## src/rtl/sdac_pkg.sv

```systemverilog
// ----------------------------------------------------------------------------
// sdac_pkg
// Types and constants shared by the step/direction axis controller.
// ----------------------------------------------------------------------------
`default_nettype none

package sdac_pkg;

   // Transaction widths on the stream ports
   localparam int REQ_TDATA_W = 32;
   localparam int REQ_TUSER_W = 8;
   localparam int RSP_TDATA_W = 80;
   localparam int FIELD_POS_W = 32;
   localparam int AXIS_FIELD_W = 2;

   typedef enum logic [3:0] {
      MODE_TICK       = 4'd0,
      MODE_ENABLE_ON  = 4'd1,
      MODE_ENABLE_OFF = 4'd2,
      MODE_HOME       = 4'd3,
      MODE_STOP       = 4'd4,
      MODE_JOG_PLUS   = 4'd5,
      MODE_JOG_MINUS  = 4'd6,
      MODE_MOVE       = 4'd7,
      MODE_GOTO       = 4'd8
   } sdac_mode_type;

   localparam logic signed [1:0] VEL_PLUS  = 2'sb01;
   localparam logic signed [1:0] VEL_MINUS = 2'sb11;
   localparam logic signed [1:0] VEL_IDLE  = 2'sb00;

   // Command seen by one axis unit
   typedef struct packed {
      logic          tick;
      logic          selected;
      sdac_mode_type mode;
   } sdac_axis_cmd_type;

   // Flags of one axis after the transaction has been applied
   typedef struct packed {
      logic              stepped;
      logic              arrived;
      logic              direction;
      logic              moving;
      logic              enabled;
      logic              homed;
      logic signed [1:0] velocity;
      logic              rejected;
   } sdac_axis_flags_type;

   // Result word, last field in the lowest bits
   typedef struct packed {
      logic [2:0]                     pad;
      logic signed [1:0]              axis_velocity;
      logic                           axis_homed;
      logic                           axis_enabled;
      logic                           axis_moving;
      logic signed [FIELD_POS_W-1:0]  axis_target;
      logic signed [FIELD_POS_W-1:0]  axis_position;
      logic [AXIS_FIELD_W-1:0]        arrived;
      logic                           driver_enable_n;
      logic [AXIS_FIELD_W-1:0]        step_directions;
      logic [AXIS_FIELD_W-1:0]        step_pulses;
      logic                           status;
   } sdac_result_type;

endpackage

`default_nettype wire

```

## src/rtl/sdac_axis.sv

```systemverilog
// ----------------------------------------------------------------------------
// sdac_axis
// State and next-state logic of one axis: position, target and motion flags.
// ----------------------------------------------------------------------------
`default_nettype none

module sdac_axis #(
   parameter int POSITION_BITS = 32
) (
   input  wire logic                            clock,
   input  wire logic                            reset,
   input  wire logic                            advance,
   input  wire sdac_pkg::sdac_axis_cmd_type     cmd,
   input  wire logic [sdac_pkg::REQ_TDATA_W-1:0] amount,
   output logic [POSITION_BITS-1:0]             position_next,
   output logic [POSITION_BITS-1:0]             target_next,
   output sdac_pkg::sdac_axis_flags_type        flags_next
);

   localparam logic [POSITION_BITS-1:0] POS_TOP    = {1'b0, {(POSITION_BITS-1){1'b1}}};
   localparam logic [POSITION_BITS-1:0] POS_BOTTOM = {1'b1, {(POSITION_BITS-1){1'b0}}};

   logic [POSITION_BITS-1:0] position_ff, position_in;
   logic [POSITION_BITS-1:0] target_ff, target_in;
   logic signed [1:0]        velocity_ff, velocity_in;
   logic                     moving_ff, moving_in;
   logic                     enabled_ff, enabled_in;
   logic                     homed_ff, homed_in;
   logic                     direction_ff, direction_in;

   logic [POSITION_BITS-1:0] step_sum;
   logic [POSITION_BITS-1:0] amount_cut;
   logic                     stepped;
   logic                     arrived;
   logic                     rejected;

   always_comb begin
      position_in  = position_ff;
      target_in    = target_ff;
      velocity_in  = velocity_ff;
      moving_in    = moving_ff;
      enabled_in   = enabled_ff;
      homed_in     = homed_ff;
      direction_in = direction_ff;
      stepped      = 1'b0;
      arrived      = 1'b0;
      rejected     = 1'b0;
      step_sum     = position_ff + POSITION_BITS'(velocity_ff);
      amount_cut   = amount[POSITION_BITS-1:0];

      if (cmd.tick) begin
         if (moving_ff && enabled_ff) begin
            if (position_ff == target_ff) begin
               moving_in   = 1'b0;
               velocity_in = sdac_pkg::VEL_IDLE;
               arrived     = 1'b1;
            end else begin
               position_in  = step_sum;
               direction_in = ~velocity_ff[1];
               stepped      = 1'b1;
               // Jog end points are only caught on the following tick.
               if (target_ff != POS_TOP && target_ff != POS_BOTTOM &&
                   step_sum == target_ff) begin
                  moving_in   = 1'b0;
                  velocity_in = sdac_pkg::VEL_IDLE;
                  arrived     = 1'b1;
               end
            end
         end
      end else if (cmd.selected) begin
         if ((cmd.mode inside {[sdac_pkg::MODE_JOG_PLUS:sdac_pkg::MODE_GOTO]}) &&
             !enabled_ff) begin
            rejected = 1'b1;
         end else begin
            case (cmd.mode)
               sdac_pkg::MODE_ENABLE_ON: begin
                  enabled_in = 1'b1;
               end
               sdac_pkg::MODE_ENABLE_OFF: begin
                  enabled_in  = 1'b0;
                  moving_in   = 1'b0;
                  velocity_in = sdac_pkg::VEL_IDLE;
                  target_in   = position_ff;
               end
               sdac_pkg::MODE_HOME: begin
                  position_in = '0;
                  target_in   = '0;
                  moving_in   = 1'b0;
                  velocity_in = sdac_pkg::VEL_IDLE;
                  homed_in    = 1'b1;
               end
               sdac_pkg::MODE_STOP: begin
                  target_in   = position_ff;
                  moving_in   = 1'b0;
                  velocity_in = sdac_pkg::VEL_IDLE;
               end
               sdac_pkg::MODE_JOG_PLUS: begin
                  velocity_in = sdac_pkg::VEL_PLUS;
                  moving_in   = 1'b1;
                  target_in   = POS_TOP;
               end
               sdac_pkg::MODE_JOG_MINUS: begin
                  velocity_in = sdac_pkg::VEL_MINUS;
                  moving_in   = 1'b1;
                  target_in   = POS_BOTTOM;
               end
               sdac_pkg::MODE_MOVE: begin
                  target_in = position_ff + amount_cut;
                  // A zero step count is judged on the full 32-bit amount.
                  if (amount == '0) begin
                     moving_in   = 1'b0;
                     velocity_in = sdac_pkg::VEL_IDLE;
                  end else begin
                     velocity_in = amount[sdac_pkg::REQ_TDATA_W-1] ?
                                   sdac_pkg::VEL_MINUS : sdac_pkg::VEL_PLUS;
                     moving_in   = 1'b1;
                  end
               end
               sdac_pkg::MODE_GOTO: begin
                  target_in = amount_cut;
                  if (amount_cut == position_ff) begin
                     moving_in   = 1'b0;
                     velocity_in = sdac_pkg::VEL_IDLE;
                  end else begin
                     velocity_in = ($signed(amount_cut) > $signed(position_ff)) ?
                                   sdac_pkg::VEL_PLUS : sdac_pkg::VEL_MINUS;
                     moving_in   = 1'b1;
                  end
               end
               default: begin
               end
            endcase
         end
      end
   end

   always_ff @(posedge clock) begin
      if (reset) begin
         position_ff  <= '0;
         target_ff    <= '0;
         velocity_ff  <= sdac_pkg::VEL_IDLE;
         moving_ff    <= 1'b0;
         enabled_ff   <= 1'b0;
         homed_ff     <= 1'b0;
         direction_ff <= 1'b0;
      end else if (advance) begin
         position_ff  <= position_in;
         target_ff    <= target_in;
         velocity_ff  <= velocity_in;
         moving_ff    <= moving_in;
         enabled_ff   <= enabled_in;
         homed_ff     <= homed_in;
         direction_ff <= direction_in;
      end
   end

   always_comb begin
      position_next        = position_in;
      target_next          = target_in;
      flags_next.stepped   = stepped;
      flags_next.arrived   = arrived;
      flags_next.direction = direction_in;
      flags_next.moving    = moving_in;
      flags_next.enabled   = enabled_in;
      flags_next.homed     = homed_in;
      flags_next.velocity  = velocity_in;
      flags_next.rejected  = rejected;
   end

endmodule

`default_nettype wire

```

## src/rtl/step_dir_axis_controller.sv

```systemverilog
// ----------------------------------------------------------------------------
// step_dir_axis_controller
// Multi-axis step/direction motion controller with stream ports.
// ----------------------------------------------------------------------------
// Usage
// Each request transaction carries one tick or one command for a single axis.
// req_tuser holds the mode and the addressed axis, req_tdata the signed
// amount used by move (relative) and goto (absolute). Every request yields
// exactly one response transaction on the rsp_ channel with the status, the
// step pulses and directions of this tick, the driver enable and the state
// of the addressed axis after the request has been applied.
// A request taken into the input stage is applied and registered as its
// response, and rsp_tvalid is high from then on. Throughput is one
// transaction per cycle while rsp_tready is high, set by the single input
// stage feeding the per-axis adders and the response register.
// Reset (synchronous, active high) clears all axes to position zero, idle,
// disabled and not homed, with the direction outputs low, and empties both
// stages. When the receiver holds rsp_tready low the response stays put,
// one further request is absorbed in the input stage, and req_tready then
// falls until the response is taken.
// ----------------------------------------------------------------------------
`default_nettype none

module step_dir_axis_controller #(
   parameter int AXIS_COUNT    = 2,
   parameter int POSITION_BITS = 32
) (
   input  wire logic                             clock,
   input  wire logic                             reset,
   input  wire logic                             req_tvalid,
   output logic                                  req_tready,
   // amount [31:0]
   input  wire logic [sdac_pkg::REQ_TDATA_W-1:0] req_tdata,
   // mode [3:0], axis_index [4], zero [7:5]
   input  wire logic [sdac_pkg::REQ_TUSER_W-1:0] req_tuser,
   output logic                                  rsp_tvalid,
   input  wire logic                             rsp_tready,
   // status [0], step_pulses [2:1], step_directions [4:3],
   // driver_enable_n [5], arrived [7:6], axis_position [39:8],
   // axis_target [71:40], axis_moving [72], axis_enabled [73],
   // axis_homed [74], axis_velocity [76:75], zero [79:77]
   output logic [sdac_pkg::RSP_TDATA_W-1:0]      rsp_tdata
);

   // Input stage
   logic                                  s1_valid_ff, s1_valid_in;
   sdac_pkg::sdac_mode_type               s1_mode_ff;
   logic                                  s1_axis_ff;
   logic [sdac_pkg::REQ_TDATA_W-1:0]      s1_amount_ff;

   // Response stage
   logic                                  out_valid_ff, out_valid_in;
   sdac_pkg::sdac_result_type             result_ff, result_in;

   logic                                  req_fire;
   logic                                  advance;
   logic                                  index_ok;

   sdac_pkg::sdac_axis_cmd_type           axis_cmd   [AXIS_COUNT];
   sdac_pkg::sdac_axis_flags_type         axis_flags [AXIS_COUNT];
   logic [POSITION_BITS-1:0]              axis_pos   [AXIS_COUNT];
   logic [POSITION_BITS-1:0]              axis_tgt   [AXIS_COUNT];

   logic [AXIS_COUNT-1:0]                 pulse_vec;
   logic [AXIS_COUNT-1:0]                 dir_vec;
   logic [AXIS_COUNT-1:0]                 arrive_vec;
   logic [AXIS_COUNT-1:0]                 enable_vec;
   logic [AXIS_COUNT+1:0]                 pulse_ext;
   logic [AXIS_COUNT+1:0]                 dir_ext;
   logic [AXIS_COUNT+1:0]                 arrive_ext;

   // The input stage moves on whenever the response register is free or
   // being emptied in this cycle.
   assign advance    = s1_valid_ff && (!out_valid_ff || rsp_tready);
   assign req_tready = !s1_valid_ff || advance;
   assign req_fire   = req_tvalid && req_tready;
   assign index_ok   = int'(s1_axis_ff) < AXIS_COUNT;

   assign s1_valid_in  = req_fire ? 1'b1 : (advance ? 1'b0 : s1_valid_ff);
   assign out_valid_in = advance ? 1'b1 : (rsp_tready ? 1'b0 : out_valid_ff);

   for (genvar a = 0; a < AXIS_COUNT; a++) begin : g_axis
      always_comb begin
         axis_cmd[a].tick     = (s1_mode_ff == sdac_pkg::MODE_TICK);
         axis_cmd[a].selected = (int'(s1_axis_ff) == a);
         axis_cmd[a].mode     = s1_mode_ff;
      end

      sdac_axis #(
         .POSITION_BITS (POSITION_BITS)
      ) u_axis (
         .clock         (clock),
         .reset         (reset),
         .advance       (advance),
         .cmd           (axis_cmd[a]),
         .amount        (s1_amount_ff),
         .position_next (axis_pos[a]),
         .target_next   (axis_tgt[a]),
         .flags_next    (axis_flags[a])
      );

      assign pulse_vec[a]  = axis_flags[a].stepped;
      assign dir_vec[a]    = axis_flags[a].direction;
      assign arrive_vec[a] = axis_flags[a].arrived;
      assign enable_vec[a] = axis_flags[a].enabled;
   end

   // Pad the per-axis vectors so that the two-bit fields are always defined.
   assign pulse_ext  = {2'b00, pulse_vec};
   assign dir_ext    = {2'b00, dir_vec};
   assign arrive_ext = {2'b00, arrive_vec};

   always_comb begin
      result_in                 = '0;
      result_in.step_pulses     = pulse_ext[sdac_pkg::AXIS_FIELD_W-1:0];
      result_in.step_directions = dir_ext[sdac_pkg::AXIS_FIELD_W-1:0];
      result_in.arrived         = arrive_ext[sdac_pkg::AXIS_FIELD_W-1:0];
      result_in.driver_enable_n = ~(|enable_vec);
      // An out-of-range axis index leaves all per-axis fields at zero.
      for (int a = 0; a < AXIS_COUNT; a++) begin
         if (index_ok && int'(s1_axis_ff) == a) begin
            result_in.status        = axis_flags[a].rejected;
            result_in.axis_position = sdac_pkg::FIELD_POS_W'($signed(axis_pos[a]));
            result_in.axis_target   = sdac_pkg::FIELD_POS_W'($signed(axis_tgt[a]));
            result_in.axis_moving   = axis_flags[a].moving;
            result_in.axis_enabled  = axis_flags[a].enabled;
            result_in.axis_homed    = axis_flags[a].homed;
            result_in.axis_velocity = axis_flags[a].velocity;
         end
      end
   end

   always_ff @(posedge clock) begin
      if (reset) begin
         s1_valid_ff  <= 1'b0;
         out_valid_ff <= 1'b0;
      end else begin
         s1_valid_ff  <= s1_valid_in;
         out_valid_ff <= out_valid_in;
      end
   end

   always_ff @(posedge clock) begin
      if (req_fire) begin
         s1_mode_ff   <= sdac_pkg::sdac_mode_type'(req_tuser[3:0]);
         s1_axis_ff   <= req_tuser[4];
         s1_amount_ff <= req_tdata;
      end
      if (advance) begin
         result_ff <= result_in;
      end
   end

   assign rsp_tvalid = out_valid_ff;
   assign rsp_tdata  = result_ff;

endmodule

`default_nettype wire

```

## config.mk

```make
export PLATFORM = sky130hd
export DESIGN_NAME = step_dir_axis_controller
export DESIGN_NICKNAME = d
export VERILOG_FILES = /design/src/rtl/sdac_pkg.sv /design/src/rtl/sdac_axis.sv /design/src/rtl/step_dir_axis_controller.sv
export SDC_FILE = /design/constraint.sdc
export NUM_CORES = 1
export LEC_CHECK = 0
export BUFFER_PORTS_ARGS = -buffer_cell sky130_fd_sc_hd__buf_2
export CAP_MARGIN = 20
export CORE_ASPECT_RATIO = 2
export CORE_MARGIN = 5
export CORE_UTILIZATION = 40
export DETAILED_ROUTE_END_ITERATION = 10
export GPL_ROUTABILITY_DRIVEN = 1
export SYNTH_ARGS = -nofsm -noshare
export SYNTH_HDL_FRONTEND = slang
export SYNTH_HIERARCHICAL = 1
export SYNTH_SLANG_ARGS = --single-unit
```

## constraint.sdc

```tcl
create_clock -name clock -period 6.25 [get_ports clock]
set_clock_uncertainty 0.15 [all_clocks]
set_input_delay 0.3125 -clock clock [delete_from_list [all_inputs] [get_ports clock]]
set_output_delay 0.3125 -clock clock [all_outputs]
set_load 0.02 [all_outputs]
```

-- After elaboration in Yosys (flattened, before gate mapping)
Index checks and enable logic that the tools add are counted.
- equality and inequality tests: 18
- reduce and logical (&&, ||, !) cells: 27
- divide/modulo/power cells: 0
- $add $sub $neg: 4
- mux-type cells: 95
- bitwise gates (word level): 3
- shifts and indexed selects: 0
- order comparisons: 4
- multipliers: 0
- operator list (operator ; count):
    $mux W32 ; 18
    $pmux W32 S6 ; 2
    $eq A32 B32 Y1 ; 6
    $add A32 B32 Y32 ; 4
    $mux W69 ; 1
    $gt A32 B32 Y1 ; 2
    $ne A32 B31 Y1 const B ; 2
    $ne A32 B32 Y1 const B ; 2
    $mux W1 ; 50
    $mux W2 ; 18
    $logic_not A32 Y1 ; 1
    $pmux W2 S5 ; 2
    $eq A4 B3 Y1 const B ; 4
    $logic_and A1 B1 Y1 ; 11
    $eq A4 B2 Y1 const B ; 2
    $pmux W1 S4 ; 2
    $reduce_or A2 Y1 ; 3
    $eq A4 B1 Y1 const B ; 1
    $eq A4 B4 Y1 const B ; 1
    $ge A4 B3 Y1 const B ; 1
    $le A4 B4 Y1 const B ; 1
    $logic_not A1 Y1 ; 4
    $logic_not A4 Y1 ; 1
    $pmux W1 S2 ; 2
    5 further kinds ; 10
- bits of input ports: 44
- logic and storage cells: 183
- bits in read-only memories: 0
- latch bits: 0
- memories kept: 0
- bits in writable memories: 0
- output and inout port bits: 82
- flip-flop bits (word level): 256

-- Depth between registers and ports, before layout
- depth in word-level cells: 8
- gate-level depth with buffers: 16
- gate-level depth less buffers: 14

-- Modules after synthesis
Netlist, hierarchy kept.
- by module, submodules not included (module ; times used ; cells an instance ; sequential area each (um^2) ; area each (um^2)):
    sdac_axis (g_axis[1].u_axis) ; 1 ; 1406 ; 1401.3 ; 10084.7
    sdac_axis (g_axis[0].u_axis) ; 1 ; 1386 ; 1401.3 ; 9932.0
    step_dir_axis_controller ; 1 ; 209 ; 3463.3 ; 4745.8

-- Worst setup path before layout
No wires, ideal clock.
- kind: flip-flop to flip-flop
- start: reg g_axis[1].u_axis.velocity_ff[1]
- end: reg result_ff, in the netlist rsp_tdata[76] (data pin)
- library setup time: 0.260 ns
- required time: 5.840 ns
- slack: 1.730 ns
- period minus slack after synthesis: 4.520 ns
- path buffers: 2
- cell stages (with the launch flop): 16
- arrival: 4.110 ns
- path through: dfxtp_1 -> ha_1 -> buf_2 -> a21oi_2 -> o211ai_1 -> and2_4 -> a21bo_1 -> buf_4 -> a31oi_2 -> xnor3_1 -> a2111oi_2 -> and4b_1 -> nand3_1 -> o311a_1 -> or2_1 -> mux2_4
- RTL lines (what ; line ; text):
    start: declaration ; sdac_axis.sv:25 ; logic signed [1:0] velocity_ff, velocity_in;
    start signal: assignment ; sdac_axis.sv:141 ; velocity_ff <= sdac_pkg::VEL_IDLE;
    start signal: assignment ; sdac_axis.sv:149 ; velocity_ff <= velocity_in;
    end signal: assignment ; step_dir_axis_controller.sv:150 ; result_ff <= result_in;
    end: declaration ; step_dir_axis_controller.sv:53 ; sdac_pkg::sdac_result_type result_ff, result_in;

==> flow_metrics.env <==
export IMPL_cts_path_max_buffers=3
export IMPL_status="completed"
export IMPL_die_area_um2=67300
export IMPL_drc=0
export IMPL_grt_first_pass_wirelength_um=150000
export IMPL_worst_slew_pin_slew_ns=1.18
export IMPL_die_h_um=362
export IMPL_routabilityCongestion=1.04
export IMPL_crit_arrival_ns=5.78
export IMPL_synth_edf_count=114
export IMPL_synth_cell_area_um2=24800
export IMPL_min_to="g_axis[0].u_axis/target_ff[14]$_SDFFE_PP0P_"
export IMPL_synth_top_family_by_area="compound AO/OA/AOI/OAI gates"
export IMPL_nets=3251
export IMPL_clkLatencyLatePin_ns=0.59
export IMPL_r2r_start="g_axis[1].u_axis/velocity_ff[1]$_SDFFE_PP0P_"
export IMPL_vias=23928
export IMPL_path_max_fanout=20
export IMPL_synth_area_leaders="edfxtp_1 (14%), dfxtp_1 (11%), ha_1 (9.5%), nor2_1 (6.4%), mux2i_1 (5.5%)"
export IMPL_via_per_inst=6.26
export IMPL_synth_top_area_share_pct=13.8
export IMPL_hold_viol=0
export IMPL_synthCells=3001
export IMPL_tns_ns=0
export IMPL_drt_pass1_iterations=7
export IMPL_synth_ff_type="dfxtp_1"
export IMPL_cts_sinks=256
export IMPL_grt_pass1_vias=23743
export IMPL_max_slew_margin_pct=20.7
export IMPL_fin_crit_sh_pct=89.5
export IMPL_grt_usage_pct=29.8
export IMPL_synth_compound_area_share_pct=21.2
export IMPL_grt_overflow_total=0
export IMPL_min_from="reset"
export IMPL_rsz0062_at_grt="false"
export IMPL_cp_start_kind="register"
export IMPL_power_leakage_nw=10.5
export IMPL_diodes=0
export IMPL_path_clk_slew_ns=0.07
export IMPL_slew_viol_final=0
export IMPL_fin_cells=3822
export IMPL_synth_top_area_cell="edfxtp_1"
export IMPL_place_area_um2=25800
export IMPL_drv_cap=0
export IMPL_place_ws_ns=0.828
export IMPL_rr_worst_depth=14
export IMPL_max_freq_mhz=179
export IMPL_tritoncts="built"
export IMPL_drtAntennaViolNets=0
export IMPL_synth_seq_cells=256
export IMPL_drtIter0Drc=1836
export IMPL_power_mw=4.27
export IMPL_pin_count=126
export IMPL_async_reset_ff_share_pct=0
export IMPL_postSynthAreaPerCell_um2=8.25
export IMPL_synth_mux_area_share_pct=9.96
export IMPL_synth_fa_ha_area_share_pct=9.82
export IMPL_postCtsSetupBuffers=0
export IMPL_yosysWarnings=6
export IMPL_h_tree_depth=1
export IMPL_whs_path_depth=2
export IMPL_antenna_found_initial=0
export IMPL_area_delta_synth_final_pct=8.97
export IMPL_core_area_um2=61700
export IMPL_drive_gt1_share_pct=11.6
export IMPL_synth_xor_area_share_pct=8.20
export IMPL_min_period_ns=5.59
export IMPL_seq_area_frac_synth_pct=25.3
export IMPL_synth_simple_area_share_pct=19.0
export IMPL_hp_class="input pin to register"
export IMPL_wirelength_um=104000
export IMPL_fin_area_um2=27000
export IMPL_wl_per_cell_um=27.2
export IMPL_ir_worst_vdd_uv=218
export IMPL_root_buffer="clkbuf_16"
export IMPL_port_buffers=119
export IMPL_crit_path_end_kind="register"
export IMPL_r2r_end="rsp_tdata[76]$_DFFE_PP_"
export IMPL_path_class="register to register"
export IMPL_rows=129
export IMPL_setup_ws_ns=0.659
export IMPL_yosysMostFrequentCell="nor2_1"
export IMPL_initial_core_util_pct=40.2
export IMPL_place_inst=3732
export IMPL_dp_final_hpwl_um=81000
export IMPL_cts_buffers=27
export IMPL_finalSetupViolations=0
export IMPL_die_w_um=186
export IMPL_yosys_top_cells_count="nor2_1 (425), a21oi_1 (242), ha_1 (188)"
export IMPL_grt_max_degree=67
export IMPL_r2r_setup_slack_ns=0.66
export IMPL_yosysUniqueCellTypes=108
export IMPL_crit_required_ns=6.44
export IMPL_cellPowerDensity_nw_per_um2=158
## placed cells by master, fill, tap and decap left out, drive strengths merged, types with 16 or more instances in the layout
cell	synthesis	routed
nor2	425	425
a21oi	248	248
ha	188	188
buf	62	167
xnor2	154	154
inv	145	150
nand2	142	142
dfxtp	142	142
mux2i	135	135
o21ai	116	116
edfxtp	114	114
nor3	82	82
mux2	76	76
nand4	69	69
xor2	59	59
a211oi	56	56
nor4	55	55
nand3	43	43
o21bai	43	43
dlygate4sd3	0	40
clkbuf	162	33
a21o	31	31
a221oi	31	31
a31oi	31	31
a221o	29	29
nand2b	27	27
o211ai	23	23
or3	22	22
o21a	22	22
nor2b	21	21
and2	18	18
o31ai	16	16
## flip-flops by register name, indices dropped and copies added (netlist names)
signal                      count
s1_axis_ff                      1
g_axis.u_axis/target_ff        64
g_axis.u_axis/enabled_ff        2
rsp_tvalid                      1
g_axis.u_axis/velocity_ff       4
g_axis.u_axis/direction_ff      2
s1_mode_ff                      4
s1_valid_ff                     1
g_axis.u_axis/homed_ff          2
s1_amount_ff                   32
g_axis.u_axis/moving_ff         2
rsp_tdata                      77
g_axis.u_axis/position_ff      64
## per-stage QoR
stage / util (%) / hold WS [ns]
after floorplan: - / 0.232
after global placement: 41.7 / 0.293
after global routing: 43.8 / 0.0624
after CTS: 43.8 / 0.0437
after detailed placement: 41.8 / 0.298
final: 43.8 / 0.0626
## what timing repair did
item                                   CTS  global route
hold buffers                            40             0
endpoints found under the hold margin   39             0
resized for setup                        0             0
## power breakdown
group	internal, mW	switching (mW)	leakage (nW)
Sequential	1.80	0.0873	2.25
Combinational	0.280	0.493	7.83
Clock	0.832	0.781	0.410
Total	2.91	1.36	10.5
## layout make-up
class                   count  area (µm²)
clock buffers              33         719
clock inverters            17         114
fillers                  6164       34700
inverters                 145         544
multi-input cells        2378       17000
flip-flops and latches    256        6270
well taps                 786         983
repair buffers            207        1370
## worst max-delay path, cell delays in order, from the launching register on
cell and delay (ns):
dfxtp_1 0.80, buf_4 0.42, ha_1 0.40, a21oi_1 0.22, o21ai_0 0.30, a31oi_1 0.55
o32ai_1 0.20, a31oi_2 0.24, xnor3_1 0.28, a2111oi_2 0.35, and4b_1 0.36, nand3_1 0.21
o311a_1 0.37, or2_1 0.24, mux2_4 0.26
## per-layer routing
metal | part of all wire [%] | wire, µm | GRT usage, % | vias to the layer above
li1 | - | - | - | 10994
met1 | 34 | 34900 | 29.7 | 11561
met2 | 51 | 53000 | 53.8 | 968
met3 | 4.4 | 4540 | 2.60 | 405
met4 | 11 | 11600 | 26.2 | 0
met5 | 0 | 0 | 0 | -
## how the worst max path moves through the flow
stage / from / endpoint / slack [ns] / depth (start not counted)
2_1_floorplan: g_axis[1].u_axis/velocity_ff[1]$_SDFFE_PP0P_ / rsp_tdata[76]$_DFFE_PP_ / 1.73 / 15
3_3_place_gp: g_axis[0].u_axis/velocity_ff[1]$_SDFFE_PP0P_ / rsp_tdata[75]$_DFFE_PP_ / 0.87 / 14
3_5_place_dp: g_axis[0].u_axis/velocity_ff[1]$_SDFFE_PP0P_ / rsp_tdata[75]$_DFFE_PP_ / 0.83 / 14
4_1_cts: g_axis[0].u_axis/velocity_ff[1]$_SDFFE_PP0P_ / rsp_tdata[75]$_DFFE_PP_ / 0.80 / 14
5_1_grt: g_axis[1].u_axis/velocity_ff[1]$_SDFFE_PP0P_ / rsp_tdata[76]$_DFFE_PP_ / 0.54 / 14
6_report: g_axis[1].u_axis/velocity_ff[1]$_SDFFE_PP0P_ / rsp_tdata[76]$_DFFE_PP_ / 0.66 / 14
## cells by family after synthesis
family | count (synthesis)
AOI/OAI and AO/OA | 772
xor gates and xnor gates | 220
adders and majority gates | 192
buffers and inverters | 369
DFF | 256
muxes | 211
other | 1
and+or+nand+nor | 980
Note: power is estimated with default switching activity, not from simulation.
